[src/sv/mrmi_pkg.sv]
// Shared types and constants for the memory range map insert block.
// Depends on nothing; every other file but mrmi_ram imports it.
package mrmi_pkg;

   localparam int TYPE_W   = 4;
   localparam int PAGE_W   = 52;
   localparam int CNT_W    = 53;
   localparam int ATTR_W   = 64;
   localparam int ADDR_W   = 64;
   localparam int STATUS_W = 2;
   localparam int INDEX_W  = 6;

   localparam logic REQ_INSERT = 1'b0;
   localparam logic REQ_CLEAR  = 1'b1;

   localparam logic [STATUS_W-1:0] STATUS_OK    = 2'd0;
   localparam logic [STATUS_W-1:0] STATUS_EMPTY = 2'd1;
   localparam logic [STATUS_W-1:0] STATUS_FULL  = 2'd2;

   // piece walk steps within one table entry
   localparam logic [1:0] SUB_LEFT  = 2'd0;
   localparam logic [1:0] SUB_RIGHT = 2'd1;
   localparam logic [1:0] SUB_DONE  = 2'd2;

   typedef struct packed {
      logic [TYPE_W-1:0] mtype;
      logic [PAGE_W-1:0] start_page;
      logic [CNT_W-1:0]  pages;
      logic [ATTR_W-1:0] attr;
   } region_type;

   typedef enum logic [3:0] {
      ST_IDLE,
      ST_DECIDE,
      ST_P1_RD,
      ST_P1_EV,
      ST_P2_START,
      ST_P2_RD,
      ST_P2_EV,
      ST_P2_TAIL,
      ST_COMMIT,
      ST_OUT_START,
      ST_OUT_RD,
      ST_OUT_SHOW,
      ST_OUT_EMPTY
   } state_type;

   typedef struct packed {
      logic capture;
      logic idx_clr;
      logic idx_inc;
      logic rd;
      logic count_piece;
      logic emit;
      logic emit_tail;
      logic commit;
   } cmd_type;

   typedef struct packed {
      logic is_clear;
      logic is_invalid;
      logic idx_at_end;
      logic entry_done;
      logic count_zero;
      logic out_last;
   } stat_type;

endpackage

[src/sv/mrmi_ctrl.sv]
// Sequencing state machine: count pass, rebuild pass, table readout.
// Depends on mrmi_pkg.
module mrmi_ctrl (
   input  logic               clock,
   input  logic               reset,
   input  logic               req_valid,
   output logic               req_ready,
   output logic               rsp_valid,
   input  logic               rsp_ready,
   input  mrmi_pkg::stat_type st,
   output mrmi_pkg::cmd_type  cmd
);
   import mrmi_pkg::*;

   state_type state_ff, state_in;

   always_ff @(posedge clock) begin
      if (reset) begin
         state_ff <= ST_IDLE;
      end else begin
         state_ff <= state_in;
      end
   end

   always_comb begin
      state_in = state_ff;
      case (state_ff)
         ST_IDLE:      if (req_valid) state_in = ST_DECIDE;
         ST_DECIDE:    state_in = (st.is_clear || st.is_invalid) ? ST_OUT_START : ST_P1_RD;
         ST_P1_RD:     state_in = st.idx_at_end ? ST_P2_START : ST_P1_EV;
         ST_P1_EV:     state_in = ST_P1_RD;
         ST_P2_START:  state_in = ST_P2_RD;
         ST_P2_RD:     state_in = st.idx_at_end ? ST_P2_TAIL : ST_P2_EV;
         ST_P2_EV:     if (st.entry_done) state_in = ST_P2_RD;
         ST_P2_TAIL:   state_in = ST_COMMIT;
         ST_COMMIT:    state_in = ST_OUT_START;
         ST_OUT_START: state_in = st.count_zero ? ST_OUT_EMPTY : ST_OUT_RD;
         ST_OUT_RD:    state_in = ST_OUT_SHOW;
         ST_OUT_SHOW:  if (rsp_ready) state_in = st.out_last ? ST_IDLE : ST_OUT_RD;
         ST_OUT_EMPTY: if (rsp_ready) state_in = ST_IDLE;
         default:      state_in = ST_IDLE;
      endcase
   end

   always_comb begin
      cmd       = '0;
      req_ready = 1'b0;
      rsp_valid = 1'b0;
      case (state_ff)
         ST_IDLE: begin
            req_ready   = 1'b1;
            cmd.capture = req_valid;
         end
         ST_P1_RD:     cmd.rd = !st.idx_at_end;
         ST_P1_EV: begin
            cmd.count_piece = 1'b1;
            cmd.idx_inc     = 1'b1;
         end
         ST_P2_START:  cmd.idx_clr = 1'b1;
         ST_P2_RD:     cmd.rd = !st.idx_at_end;
         ST_P2_EV: begin
            cmd.emit    = !st.entry_done;
            cmd.idx_inc = st.entry_done;
         end
         ST_P2_TAIL:   cmd.emit_tail = 1'b1;
         ST_COMMIT:    cmd.commit = 1'b1;
         ST_OUT_START: cmd.idx_clr = 1'b1;
         ST_OUT_RD:    cmd.rd = 1'b1;
         ST_OUT_SHOW: begin
            rsp_valid   = 1'b1;
            cmd.idx_inc = rsp_ready;
         end
         ST_OUT_EMPTY: rsp_valid = 1'b1;
         default: ;
      endcase
   end
endmodule

[config.mk]
export PLATFORM = sky130hd
export DESIGN_NAME = mrmi_ctrl
export DESIGN_NICKNAME = d
export VERILOG_FILES = /design/src/sv/mrmi_pkg.sv /design/src/sv/mrmi_ctrl.sv
export SDC_FILE = /design/constraint.sdc
export NUM_CORES = 1
export LEC_CHECK = 0
export ABC_CLOCK_PERIOD_IN_PS = 3000
export BUFFER_PORTS_ARGS = -buffer_cell sky130_fd_sc_hd__buf_4
export CORE_AREA = 2 2 39 41
export DETAILED_ROUTE_END_ITERATION = 8
export DIE_AREA = 0 0 41 43
export HOLD_SLACK_MARGIN = 0.03
export PLACE_DENSITY_LB_ADDON = 0.3
export SYNTH_ARGS = -nofsm -noshare
export SYNTH_HDL_FRONTEND = slang
export SYNTH_SLANG_ARGS = --single-unit
[constraint.sdc]
create_clock -name clock -period 3 [get_ports clock]
set_input_delay 0.3 -clock clock [delete_from_list [all_inputs] [get_ports clock]]
set_output_delay 0.3 -clock clock [all_outputs]
set_load 0.02 [all_outputs]
Yosys cells after proc, flatten, opt, wreduce, memory -nomap -nowiden:

Index checks and enable logic that the tools add are counted.

* muxes and demuxes: 20
* reductions and logical operators: 8
* equal/unequal tests: 16

Operators by type and width (number)
* 4-bit case mux with 13 select lines: 1
* 4-bit two-way mux: 6
* 4-bit equality test, second input constant: 5
* 4-bit by 3-bit equality test with 1-bit output, second input constant: 4
* 1-bit two-way mux: 9
* 4-bit by 2-bit equality test with 1-bit output, second input constant: 2
* 2-bit != test, second input constant: 4
* 3-bit two-way mux: 2
* 2-bit OR reduction: 3
* 4-bit by 1-bit equality test with 1-bit output, second input constant: 1
* 4-bit logical NOT: 1
* 4-bit AND reduction: 1
* 1-bit case mux with 3 select lines: 1
* 1-bit logical NOT: 2
* 1-bit case mux with 2 select lines: 1
* 1-bit logical OR: 1

* word-level logic and storage cells: 45
* flip-flop bits (word level): 4
* input bits: 10
* output and inout port bits: 10

Longest topological paths before layout:

Gate-level depths: netlist of run 1.

* depth after elaboration: 3
* gate-level depth with buffers: 6
* gate-level depth less buffers: 5

Least setup slack after synthesis of run 1:

Ideal clock, no wire load.

* kind: reg2out
* start point: register state_ff[0]
* end point: output port cmd[7] (netlist name)
* path buffers: 2
* setup slack: 1.008 ns
* arrival: 1.692 ns
* data required time: 2.700 ns
* cell stages (with the launch flop): 5
* path through: dfxtp_1 buf_4 clkbuf_1 nor4_1 and2_1

RTL lines
* start, declared: RTL line mrmi_ctrl.sv:15 `state_type state_ff, state_in;`
* start signal, assigned: RTL line mrmi_ctrl.sv:21 `state_ff <= state_in;`
* end, declared: RTL line mrmi_ctrl.sv:11 `output mrmi_pkg::cmd_type cmd`

==> results by group, run 1 <==
Outcome
  – Status: finished, final reports clean

Floorplanning
  – Number of I/O pins: 20
  – DIE AREA: between 1500 and 2000 sq um
  – Die Wd: 41 um
  – Die Ht: ~43 um
  – Initial Util: between 30% and 40%
  – CORE AREA: 1380 sq um
  – Row count: 14

Yosys
  – Synth Area in Adders: 0%
  – Mapped Area: between 400 and 500 sq um
  – Distinct cells, synth: 28
  – Synth Net Count: 83
  – Register area share after synthesis: 16.5%
  – Synth Area per Inst: about 6.7 sq um
  – Async set-reset flop share out of synthesis: 0%
  – Post-synthesis register bit count: 4
  – Post-synthesis mux area share: 0%
  – Largest family of logic cells by synthesized area: compound AO/OA/AOI/OAI gates
  – Mapped Cells: 73
  – Ys flop type: dfxtp_1
  – Synth Area in Simple Gates: roughly a third
  – Synth Area in XOR/XNOR: 1.80%
  – Synth Area in Compound Gates: 39.6%
  – Post-synth EDFFs: 0
  – YS warnings: 0

STA
  – Slew Viols, Final: 0
  – Slew of the pin with the lowest slew margin: a little under 600 ps
  – Post-route minimum period: slightly above 2000 ps
  – Post-route clock period utilization: 67.8%
  – Final setup TNS: 0 ps
  – Max-slew headroom: between 60% and 70%
  – Final Hold Viols: 0
  – Final Setup Violations: 0
  – Clock skew: a little over 4 ps
  – RSZ-0062 raised after global routing: no
  – Max Freq: 492 MHz

Cells and area
  – Layout cells sized above 1: ~28%
  – Finished Core Util: 46.2%
  – # nets final: slightly above 100
  – Reg with most FFs: state_ff
  – Largest register FFs: 4
  – Area Growth Syn to Fin: 31.4%
  – Top flop regs: state_ff x4
  – ANT cells: 0

Run
  – Max-cap violations: 0

GRT
  – Vias in the first global route: between 400 and 500
  – Gr ovfl total: 0
  – First-pass GRT wire length: slightly below 2000 um
  – Initial antenna violation count: 0
  – Pin count of the biggest net entering global routing: 19
  – Gr usage total: 15.9%

Route
  – DRC: 0
  – Vias per inst: ~5.6
  – Post-route ant nets: 0
  – DR vias: 586
  – WL/cell: roughly 12 um
  – DRT Wirelength: between 1000 and 1500 um
  – DRT Pass-1 Iters: 4
  – DRT iter0 DRCs: 10

Clock tree
  – Hold Buf Count CTS: 0
  – CTS tree: built
  – CTS root buf: clkbuf_4
  – Post-CTS setup repair buffer count: 0
  – Clk slew on worst S/H paths: 40 ps
  – Clock Path Buffers: 2
  – CTS Buf Count: 3
  – Clk sink count: 4
  – H-tree depth: 1
  – Post-CTS sizing: 0
  – Worst skew pair latency: approximately 230 ps

Pwr
  – Worst VDD drop: approximately 0.18 mV
  – Leak pwr: 0.267 nW
  – PD cells: between 400 and 500 nW/um^2

Worst setup path
  – CP delay by family, top: flip-flops
  – Slowest cell on crit path: dfxtp_1
  – Critical path peak fanout: 18
  – Data arrival, critical path: roughly 1700 ps
  – Reg-to-Reg Start: state_ff[0]$_SDFFE_PP0P_
  – Buf+Inv Stages, Crit Path: 2
  – R2r setup slk: roughly 1300 ps
  – R2R Path End: state_ff[1]$_SDFFE_PP0P_
  – Crit path kind: reg -> out
  – Worst EP required: 2700 ps
  – Slowest stage delay, CP: around 700 ps
  – R2R depth: 5
  – Crit start category: flip-flop
  – Critical path, cell by cell: nand2b_1 -> inv_1 -> a21oi_1 -> a2bb2oi_1 -> nor2_1 -> buf_4
  – Crit. End Element: primary output

Worst hold path
  – Min-Delay Endpoint: state_ff[3]$_SDFFE_PP0P_
  – Hold Path Class: in -> reg
  – Hold path startpoint: rsp_ready
  – Hold depth: 2

Placement
  – Final HPWL DP: approximately 950 um
  – Port Buffer Count: 19
  – Placer Congestion: ~0.82
stage by stage:
step | cell area [sq um] | power (W) | instances | setup slack (ps) | hold slack [ps]
after CTS | 639 | 0.000289 | 105 | 949 | 296
after floorplan | 487 | 0.000180 | 73 | 1010 | 415
after detailed placement | 617 | 0.000220 | 102 | 1210 | 545
after global placement | 617 | 0.000221 | 102 | 1200 | 545
after global routing | 639 | 0.000306 | 105 | 831 | 320
final | 639 | 0.000285 | 105 | 967 | 307
placed cells by master, fill, tap and decap left out, types with 2 or more instances in the layout:
cell type,count
buf_4,19
nand2_2,2
a2bb2oi_1,2
nand2_1,2
nand2b_1,6
a21oi_1,7
inv_1,5
o21ai_0,4
or4_1,2
nor3_1,3
o22a_1,3
nor2_1,11
dfxtp_1,4
clkbuf_4,3
o32ai_1,4
logic make-up after synthesis:
kind of cell	count (synthesis)
simple gates	30
compound gates	27
buf+inv	11
flops	4
xor+xnor	1
worst register-to-register path: stages, from the launching register on:
cell and delay (ps):
dfxtp_1 680, nand2b_1 190, or4_1 410, o21ai_0 100
a22oi_1 130, o32ai_2 120
synthesized netlist by cell type (3+ instances only):
library cell / count / area (sq um)
dfxtp_1: 4 / 80.1
nor3_1: 3 / 15.0
nand2b_1: 6 / 37.5
inv_1: 5 / 18.8
o22a_1: 3 / 26.3
a21oi_1: 7 / 35.0
nor2_1: 11 / 41.3
o21ai_0: 4 / 20.0
o32ai_1: 4 / 35.0
worst max path at each step:
| stage | cells after the start | end | startpoint |
|---|---|---|---|
| CTS | 6 | cmd[5] | state_ff[0]$_SDFFE_PP0P_ |
| global placement | 6 | cmd[5] | state_ff[0]$_SDFFE_PP0P_ |
| floorplan | 4 | cmd[7] | state_ff[0]$_SDFFE_PP0P_ |
| detailed placement | 6 | cmd[5] | state_ff[0]$_SDFFE_PP0P_ |
| global route | 6 | cmd[5] | state_ff[0]$_SDFFE_PP0P_ |
| finish | 6 | cmd[5] | state_ff[0]$_SDFFE_PP0P_ |
where the power goes:
part	total (W)	internal, W	switching, W
Combinational	0.000130	0.0000639	0.0000658
Sequential	0.0000892	0.0000604	0.0000288
Clock	0.0000656	0.0000447	0.0000210
Total	0.000285	0.000169	0.000116
final cells by class:
class	count	area [sq um]
clock buffer	3	22.5
tap	16	20.0
sequential	4	80.1
inverter	5	18.8
fill	150	744
timing repair buffer	19	143
multi-input combinational	58	355
metal layers:
metal	share of wire [%]	GRT usage, %
met1	50	24.6
met2	45	20.9
met3	4.8	4.71
met4	0	4.00
met5	0	0
Power figures use the tool's default switching activity.
==> run 2, diff against run 1 <==
--- a/config.mk
+++ b/config.mk
@@ -5,7 +5,7 @@
 export SDC_FILE = /design/constraint.sdc
 export NUM_CORES = 1
 export LEC_CHECK = 0
-export ABC_CLOCK_PERIOD_IN_PS = 3000
+export ABC_CLOCK_PERIOD_IN_PS = 1800
 export BUFFER_PORTS_ARGS = -buffer_cell sky130_fd_sc_hd__buf_4
 export CORE_AREA = 2 2 39 41
 export DETAILED_ROUTE_END_ITERATION = 8
==> constraint.sdc (replaced) <==
create_clock -name clock -period 1.8 [get_ports clock]
set_input_delay 0.18 -clock clock [delete_from_list [all_inputs] [get_ports clock]]
set_output_delay 0.18 -clock clock [all_outputs]
set_load 0.02 [all_outputs]
==> results by group, run 2 (synthesized netlist as in run 1, its figures left out) <==
Clock tree
  – CTS tree: built
  – CTS root buf: clkbuf_4
  – H-tree depth: 1 (unchanged)
  – Clock Path Buffers: 2 (unchanged)
  – Worst skew pair latency: 230 ps (about the same)
  – Clk slew on worst S/H paths: 40 ps (about the same)
  – CTS Buf Count: 3 (unchanged)
  – Post-CTS setup repair buffer count: 0 (unchanged)
  – Clk sink count: 4 (unchanged)

Pwr
  – Combinational Power Share: 52.8% (+7.2 points)
  – Pint: 0.000303 W (+79%)
  – Sw Ratio: 40.5% (-0.13 points)
  – Sw Pwr: 0.000206 W (+78%)
  – Leak pwr: 0.294 nW (+10%)
  – Worst VDD drop: 0.324 mV (+85%)
  – PD cells: 744 nW/um^2 (+67%)
  – Clock power frac: 21.4% (-1.7 points)
  – Reg power frac: 25.9% (-5.5 points)

STA
  – Final worst setup slack: 106 ps (-861 ps)
  – WHS: 188 ps (-119 ps)
  – Max-slew headroom: 68.1% (+6.7 points)
  – Final Hold Viols: 0 (unchanged)
  – Slew Viols, Final: 0 (unchanged)
  – Final setup TNS: 0 ps (unchanged)
  – Clock skew: 1.22 ps (-2.88 ps)
  – Post-route clock period utilization: 94.1%
  – Final Setup Violations: 0 (unchanged)
  – Max Freq: 590 MHz
  – Post-route minimum period: approximately 1700 ps
  – Slew of the pin with the lowest slew margin: 477 ps (-101 ps)
  – RSZ-0062 raised after global routing: no

Route
  – Vias per inst: 5.76 (+3.3%)
  – DRT Wirelength: 1490 um (+18%)
  – WL/cell: 13.5 um (+12%)
  – DR vias: 634 (+8.2%)
  – DRT Pass-1 Iters: 6 (+2)
  – Post-route ant nets: 0 (unchanged)
  – DRC: 0 (unchanged)
  – DRT iter0 DRCs: 28 (+18)

Floorplanning
  – DIE AREA: 1760 sq um (unchanged)
  – Die Wd: 41 um (unchanged)
  – Die Ht: 43 um (unchanged)
  – Initial Util: 35.2% (unchanged)
  – CORE AREA: 1380 sq um (unchanged)
  – Number of I/O pins: 20 (unchanged)
  – Row count: 14 (unchanged)

Cells and area
  – Layout cells sized above 1: 34.0% (+6.0 points)
  – Reg with most FFs: state_ff
  – Final Cell Area: 684 sq um (+7.0%)
  – Commonest cells after routing, fill and taps aside: buf_4 (24), nor2_1 (11), a21oi_1 (7)
  – Largest register FFs: 4 (unchanged)
  – ANT cells: 0 (unchanged)
  – Top flop regs: state_ff x4
  – Most common cell after layout, fill and taps aside: buf_4
  – # nets final: 106 (+5.0%)
  – Filler cell count: 147 (-2.0%)
  – Area Growth Syn to Fin: 40.6%
  – Non-filler instance count after layout: 110 (+4.8%)

Worst setup path
  – Buf+Inv Stages, Crit Path: 2 (unchanged)
  – Worst EP required: 1620 ps (-1080 ps)
  – Slowest cell on crit path: dfxtp_1
  – Critical path, cell by cell: nand2b_1 -> inv_1 -> a21oi_1 -> a2bb2oi_1 -> nor2_1 -> buf_4
  – Critical path peak fanout: 7 (-11)
  – Slowest stage delay, CP: 470 ps (-210 ps)
  – Crit. End Element: primary output
  – Crit path kind: reg -> out
  – CP delay by family, top: flip-flops
  – Data arrival, critical path: 1510 ps (-220 ps)
  – Crit start category: flip-flop

Placement
  – Placer Congestion: 0.858 (+4.7%)
  – Placed Cells: 107 (+4.9%)
  – Port Buffer Count: 19 (unchanged)
  – Final HPWL DP: 1080 um (+14%)
  – Worst slack at placement: 176 ps (-1040 ps)
  – Post-DP Area: 661 sq um (+7.1%)

Worst hold path
  – Hold Path Class: in -> reg

GRT
  – Met3 usage: 0% (-4.7 points)
  – Gr ovfl total: 0 (unchanged)
  – Pin count of the biggest net entering global routing: 15 (-4)
  – First-pass GRT wire length: 2480 um (+25%)
  – GR peak layer: met2
  – Gr usage total: 20.5% (+4.5 points)
  – Vias in the first global route: 590 (+24%)
  – GRT met2 Usage: 30.3% (+9.4 points)
  – Grt met1 use: 28.5% (+3.9 points)
  – Initial antenna violation count: 0 (unchanged)

Run
  – Max-cap violations: 0 (unchanged)

Outcome
  – Status: finished, final reports clean
[run 2: cell count changes in the layout (fill, tap and decap cells not counted)]
cell and change:
nor4_2 +1, dfxtp_2 +1, dfxtp_1 -1, nor4_1 -1, buf_4 +5
[run 2: final timing paths]
path / endpoint / cells after the start / start / slack [ps]
min: state_ff[2]$_SDFFE_PP0P_ / 2 / reset / 190
max reg2reg: state_ff[3]$_SDFFE_PP0P_ / 5 / state_ff[1]$_SDFFE_PP0P_ / 130
max: cmd[5] / 6 / state_ff[0]$_SDFFE_PP0P_ / 110
min reg2reg: state_ff[2]$_SDFFE_PP0P_ / 2 / state_ff[2]$_SDFFE_PP0P_ / 690
[run 2: final cells by class]
cell class / count / area [sq um] / share of cell area [%]
multi-input cells: 58 / 362 / 52.8
flip-flops and latches: 4 / 81.3 / 11.9
clock buffers: 3 / 22.5 / 3.29
inverters: 5 / 18.8 / 2.74
repair buffers: 24 / 180 / 26.3
well taps: 16 / 20.0 / 2.93
[run 2: timing repair]
action | 4_1_cts | 5_1_grt
hold buffers | 0 | 0
resized for setup | 0 | 1
endpoints found under the setup margin | 0 | 2
[run 2: metal layers]
| layer | vias up | routed length (um) |
|---|---|---|
| met1 | 287 | 642 |
| met4 | 0 | 14 |
| met3 | 4 | 104 |
| li1 | 315 | - |
| met2 | 28 | 726 |
| met5 | - | 0 |
[run 2: per-stage QoR]
step / power, W / utilization, %
2_1_floorplan: 0.000305 / -
3_3_place_gp: 0.000396 / 47.7
3_5_place_dp: 0.000398 / 47.7
4_1_cts: 0.000510 / 49.4
5_1_grt: 0.000545 / 49.5
6_report: 0.000509 / 49.5
[run 2: power groups by stage]
stage / clock network (W) / logic [W] / registers [W]
2_1_floorplan: 0 / 0.000199 / 0.000106
4_1_cts: 0.000112 / 0.000267 / 0.000131
5_1_grt: 0.000114 / 0.000297 / 0.000134
3_5_place_dp: 0 / 0.000266 / 0.000132
3_3_place_gp: 0 / 0.000262 / 0.000134
6_report: 0.000109 / 0.000269 / 0.000132
==> run 3, diff against run 2 <==
--- a/config.mk
+++ b/config.mk
@@ -12,6 +12,7 @@
 export DIE_AREA = 0 0 41 43
 export HOLD_SLACK_MARGIN = 0.03
 export PLACE_DENSITY_LB_ADDON = 0.3
+export REMOVE_ABC_BUFFERS = 1
 export SYNTH_ARGS = -nofsm -noshare
 export SYNTH_HDL_FRONTEND = slang
 export SYNTH_SLANG_ARGS = --single-unit
==> results by group, run 3 (synthesized netlist as in run 1, its figures left out) <==
Outcome
  – Status: finished, final reports clean

Pwr
  – Combinational Power Share: 53.9% (+1.1 points)
  – Sw Ratio: 39.6% (-0.87 points)
  – Sw Pwr: 0.000205 W (-0.64%)
  – Leak pwr: 0.310 nW (+5.6%)
  – Total power draw: 0.000517 W (+1.5%)
  – PD cells: 730 nW/um^2 (-1.9%)
  – Reg power frac: 25.1% (-0.8 points)
  – Clock power frac: 21.0% (-0.4 points)
  – Worst VDD drop: 0.408 mV (+26%)
  – Pint: 0.000312 W (+3.0%)

Cells and area
  – ANT cells: 0 (unchanged)
  – Largest register FFs: 4 (unchanged)
  – Sequential Area: 81.3 sq um (unchanged)
  – # nets final: 110 (+3.8%)
  – Top flop regs: state_ff x4
  – Most common cell after layout, fill and taps aside: buf_4
  – Area Growth Syn to Fin: 45.5%
  – Commonest cells after routing, fill and taps aside: buf_4 (28), nor2_1 (11), a21oi_1 (7)
  – Reg with most FFs: state_ff
  – Layout cells sized above 1: 35.7% (+1.7 points)
  – Non-filler instance count after layout: 114 (+3.6%)
  – Multi-input gate area: 355 sq um (-1.7%)
  – Filler cell count: 141 (-4.1%)

Placement
  – Placer Congestion: 0.883 (+2.9%)
  – Port Buffer Count: 19 (unchanged)
  – Placed Cells: 111 (+3.7%)
  – Final HPWL DP: 1180 um (+9.2%)

Clock tree
  – Clk sink count: 4 (unchanged)
  – Clock Path Buffers: 2 (unchanged)
  – H-tree depth: 1 (unchanged)
  – Worst skew pair latency: 230 ps (about the same)
  – Clk slew on worst S/H paths: 40 ps (about the same)
  – CTS tree: built
  – CTS Buf Count: 3 (unchanged)
  – CTS root buf: clkbuf_4

Worst setup path
  – Crit. End Element: primary output
  – R2R Path End: state_ff[1]$_SDFFE_PP0P_
  – Data arrival, critical path: 1480 ps (-30 ps)
  – Crit start category: flip-flop
  – R2r setup slk: 310 ps (+180 ps)
  – R2R depth: 5 (unchanged)
  – Worst EP required: 1620 ps (about the same)
  – Reg-to-Reg Start: state_ff[1]$_SDFFE_PP0P_
  – Critical path peak fanout: 10 (+3)
  – Crit path kind: reg -> out

Floorplanning
  – Number of I/O pins: 20 (unchanged)
  – CORE AREA: 1380 sq um (unchanged)
  – Die Ht: 43 um (unchanged)
  – Die Wd: 41 um (unchanged)
  – Initial Util: 35.2% (unchanged)
  – DIE AREA: 1760 sq um (unchanged)
  – Row count: 14 (unchanged)

Route
  – DR vias: 627 (-1.1%)
  – WL/cell: 13.2 um (-2.1%)
  – Post-route ant nets: 0 (unchanged)
  – DRT iter0 DRCs: 6 (-79%)
  – Vias per inst: 5.50 (-4.6%)
  – DRT Pass-1 Iters: 4 (-2)
  – DRT Wirelength: 1510 um (+1.5%)
  – DRC: 0 (unchanged)

STA
  – WHS: 189 ps (+1.11 ps)
  – Post-route clock period utilization: 92.0% (-2.1 points)
  – Post-route minimum period: 1660 ps (-38.2 ps)
  – Clock skew: 7.62 ps (+6.40 ps)
  – Final Hold Viols: 0 (unchanged)
  – Final Setup Violations: 0 (unchanged)
  – Max Freq: 604 MHz (+2.3%)
  – Max-slew headroom: 76.9% (+8.7 points)
  – Slew of the pin with the lowest slew margin: 347 ps (-131 ps)
  – RSZ-0062 raised after global routing: no
  – Final setup TNS: 0 ps (unchanged)
  – Slew Viols, Final: 0 (unchanged)

GRT
  – Gr usage total: 20.4% (-0.10 points)
  – Gr ovfl total: 0 (unchanged)
  – First-pass GRT wire length: 2480 um (unchanged)
  – Pin count of the biggest net entering global routing: 11 (-4)
  – Vias in the first global route: 595 (+0.85%)
  – Initial antenna violation count: 0 (unchanged)

Worst hold path
  – Min-Delay Endpoint: state_ff[3]$_SDFFE_PP0P_
  – Hold path startpoint: reset
  – Hold Path Class: in -> reg
  – Hold depth: 2 (unchanged)

Run
  – Max-cap violations: 0 (unchanged)
run 3: cell count changes in the layout (fill, tap and decap cells not counted):
cell / before / now
nor4_1: 0 / 1
buf_4: 24 / 28
nor4_2: 1 / 0
run 3: final cells by class:
class	count	area share, %
multi-input cells	58	50.2
repair buffers	28	29.7
flip-flops and latches	4	11.5
clock buffers	3	3.18
well taps	16	2.83
inverters	5	2.65
run 3: power by group through the flow:
stage,sequential [W],clock (W),combinational (W)
floorplan,0.000136,0,0.000146
global placement,0.000129,0,0.000274
detailed placement,0.000129,0,0.000276
CTS,0.000128,0.000112,0.000277
global route,0.000132,0.000128,0.000306
finish,0.000130,0.000109,0.000279
run 3: what timing repair did:
| item | CTS | global route |
|---|---|---|
| hold buffers | 0 | 0 |
| resized for setup | 0 | 1 |
| endpoints found under the setup margin | 0 | 1 |
| buffers inserted | 0 | 0 |
run 3: critical path: stages (launching register included):
cell      delay [ps]
dfxtp_1          490
buf_4            200
nand2b_1         110
o32ai_1          270
buf_4            180
run 3: layer usage:
layer | vias to the layer above | part of all wire, % | wire length [um] | track usage [%]
li1 | 319 | - | - | -
met1 | 287 | 45 | 679 | 23.7
met2 | 19 | 49 | 738 | 33.4
met3 | 2 | 4.6 | 69 | 4.71
met4 | 0 | 1.4 | 21 | 8.67
met5 | - | 0 | 0 | 0
run 3: per-stage QoR:
step	worst slack, ps	util (%)	instance area [sq um]
final	144	51.2	708
after detailed placement	295	49.5	684
after CTS	40.9	51.1	707
after global routing	15.3	51.2	708
after floorplan	54.5	-	454
after global placement	289	49.5	684
run 3: how the worst max path moves through the flow:
stage | from | endpoint | slack, ps | depth (start not counted)
global placement | state_ff[0]$_SDFFE_PP0P_ | cmd[5] | 290 | 6
finish | state_ff[2]$_SDFFE_PP0P_ | cmd[4] | 140 | 4
detailed placement | state_ff[0]$_SDFFE_PP0P_ | state_ff[1]$_SDFFE_PP0P_ | 300 | 6
floorplan | state_ff[3]$_SDFFE_PP0P_ | cmd[7] | 50 | 2
global route | state_ff[2]$_SDFFE_PP0P_ | cmd[5] | 20 | 6
CTS | state_ff[0]$_SDFFE_PP0P_ | cmd[5] | 40 | 6
